**config.mk**
```make
export PLATFORM = sky130hd
export DESIGN_NAME = stcf_ram
export DESIGN_NICKNAME = d
export VERILOG_FILES = /design/src/hw/rtl/stcf_ram.sv
export SDC_FILE = /design/constraint.sdc
export NUM_CORES = 1
export LEC_CHECK = 0
export BUFFER_PORTS_ARGS = -buffer_cell sky130_fd_sc_hd__buf_2
export CAP_MARGIN = 10
export CORE_MARGIN = 3
export CORE_UTILIZATION = 40
export CTS_BUF_LIST = sky130_fd_sc_hd__clkbuf_8
export DETAILED_ROUTE_END_ITERATION = 16
export PLACE_DENSITY = 0.66
export SYNTH_ARGS = -nofsm -noshare
export SYNTH_HDL_FRONTEND = slang
export SYNTH_SLANG_ARGS = --single-unit
```
**constraint.sdc**
```tcl
create_clock -name clk_i -period 2.78 [get_ports clk_i]
set_input_delay 0.278 -clock clk_i [delete_from_list [all_inputs] [get_ports clk_i]]
set_output_delay 0.278 -clock clk_i [all_outputs]
set_load 0.05 [all_outputs]
```
**src/hw/rtl/stcf_ram.sv**
```systemverilog
// generic single-port-write, one-read synchronous ram with registered read
`timescale 1ns / 1ps
`default_nettype none
module stcf_ram #(
  parameter int unsigned Width = 8,
  parameter int unsigned Depth = 16
) (
  input  wire logic                     clk_i,
  input  wire logic                     we_i,
  input  wire logic [$clog2(Depth)-1:0] waddr_i,
  input  wire logic [Width-1:0]         wdata_i,
  input  wire logic [$clog2(Depth)-1:0] raddr_i,
  output logic      [Width-1:0]         rdata_o
);
  logic [Width-1:0] mem_q [Depth];

  always_ff @(posedge clk_i) begin
    if (we_i) mem_q[waddr_i] <= wdata_i;
    rdata_o <= mem_q[raddr_i];
  end
endmodule
`default_nettype wire

```
==> reports/metrics.cfg <==
[min_path]
min_path_type=in -> reg
min_from=wdata_i[4]

[floorplan]
die_area_um2=14300
die_w_um=119
io_pins=26
rows=40
initial_core_util=0.418
design.core.area_um2=12300
fp.dieH_um=119

[yosys]
ys_ff_latch=136
synth_flop_cell=edfxtp_1
syn-instance-count=229
yosys.cell_types.count=19
synth_edf_count=128
syn_area_um2=5150
ys_warn_count=0
synth_commonest_cells=128 x edfxtp_1, 18 x mux4_2, 16 x a22oi_1
synth_largest_area_cell=edfxtp_1
yosysTopAreaCellShare=0.747
synth_nets=247
synth_area_leaders=edfxtp_1 75%, mux4_2 7.9%, mux4_1 7.1%
synthMostInstantiatedCell=edfxtp_1
ys_seq_area_frac=0.778
async_flop_share=0
syn_area_per_cell_um2=22.5

[drt]
viasPerCell=5.09
drtPass1Iterations=4
routed_wl_um=9620
vias=2311
drcViolationCount=0
drt_iter0_markers=283
drtAntennaViolNets=0
wire_per_inst_um=21.2

[placed_design]
dp_cells=422
port_buffers=25
dp_hpwl_um=5980
dpl_cell_area_um2=5480
gp_congestion=0.702

[power_and_ir_drop]
pwr-share-seq=0.530
swShare=0.205
p_per_area_nw_per_um2=733
p_switching_mw=0.892
clockPowerShare=0.413
p_leak_nw=1.98
pwr-share-comb=0.057
peakVddDrop_v=0.000494
p_int_mw=3.46

[global_route]
grt_pass1_wl_um=14900
first_global_vias=2395
grt.total_usage=0.146
grt_use_met2=0.205
grt_busiest_layer=met1
grt_max_degree=33
met1_usage=0.221
grt_overflow=0
grt.met3_usage=0.0380
antenna_found_initial=0

[run]
drv_cap=0

[sta]
hold_ws_ns=0.240
fmax_mhz=656
hold_viol_final=0
rsz0062_at_grt=no
worst_pin_slew_ns=0.972
period_minus_slack_ns=1.52
setup_tns_ns=0
max-slew-margin-rel=0.350
fin_skew_ns=0.00771
drv_slew=0
finalSetupViolations=0
period_share=0.548

[critical_path]
rr_startpoint=mem_q[1][3]$_DFFE_PP_
crit_arrival_ns=1.83
end_kind=flip-flop
critPathLaunch=raddr_i[0]
critPathRequiredTime_ns=3.09
critPathLaunchType=input port
path_class=in -> reg
critical_path_peak_fanout=17

[clocking]
hold_buffers=0
clk_path_buf_depth=2
cts_buffers=17
cts_num_sinks=136
ctsResizeCount=0
cts-root-buf=clkbuf_8
insertion_delay_ns=0.42
clkTransAtPathRegs_ns=0.08
post_cts_buffers=0
htreeDepth=4
cts_tree=built

[layout]
fill_cells=1037
multi_input_area_um2=1060
synthToLayoutAreaGrowth_pct=15.3
fin_nets=291
post-route-util=0.482
layout-drive-gt1-share=0.301
instances_no_fill=454
antennaDiodeCount=0
regArea_um2=4000
design_area_um2=5940

[outcome]
run_status=completed

## cell usage in the layout, fill, tap and decap left out
cell type     n
buf_4         9
nand2_1       9
nor3_1        4
clkbuf_8     18
clkinv_2      6
a22oi_1      16
nand2b_1      2
and2_1        1
mux4_2       18
or3b_2        1
and2b_1       1
buf_2        25
bufinv_16     5
nand3b_1      2
edfxtp_1    128
clkinv_4      1
dfxtp_1       8
nor2b_1       1
nand3_1       1
nor2_1       13
buf_12        1
mux4_1       14
clkinvlp_4    2
## path summary, 6_finish.rpt
kind                            end  slack [ns]  cells past startpoint
min          mem_q[14][4]$_DFFE_PP_        0.24                      1
min reg2reg      rdata_o[3]$_DFF_P_        0.68                      3
max reg2reg      rdata_o[3]$_DFF_P_        1.44                      3
max              rdata_o[5]$_DFF_P_        1.26                      5
## routing by layer
| metal | vias up | part of all wire |
|---|---|---|
| li1 | 1057 | - |
| met1 | 1184 | 0.45 |
| met2 | 64 | 0.47 |
| met3 | 6 | 0.068 |
| met4 | 0 | 0.0062 |
| met5 | - | 0 |
## flip-flops by register name, indices dropped and copies added (netlist names)
signal,count
mem_q,128
rdata_o,8
## per-stage QoR
step	worst slack (ns)	power, mW
floorplan	1.01	2.51
global placement	0.784	2.60
detailed placement	0.760	2.60
CTS	1.23	4.40
global route	1.12	4.50
finish	1.26	4.35
## final cells by class
| cell class | instances | area share |
|---|---|---|
| multi-input cells | 83 | 0.178 |
| clock inverters | 14 | 0.0344 |
| well taps | 168 | 0.0354 |
| repair buffers | 35 | 0.0358 |
| flip-flops and latches | 136 | 0.675 |
| clock buffers | 18 | 0.0417 |
## kinds of logic after synthesis
family          synth area share
simple gates              0.0318
buf+inv                   0.0168
mux                        0.150
compound gates            0.0233
flops                      0.778
## worst max-delay path, cell delays in order
cell and delay (ns):
buf_2 0.42, buf_12 0.26, mux4_1 0.56, a22oi_1 0.22, nand2_1 0.07
## power by group through the flow
stage	registers (mW)	logic, mW	clock network, mW
floorplan	2.39	0.116	0
global placement	2.35	0.247	0
detailed placement	2.35	0.253	0
CTS	2.31	0.253	1.84
global route	2.31	0.270	1.92
finish	2.31	0.248	1.80
Power figures use the tool's default switching activity.
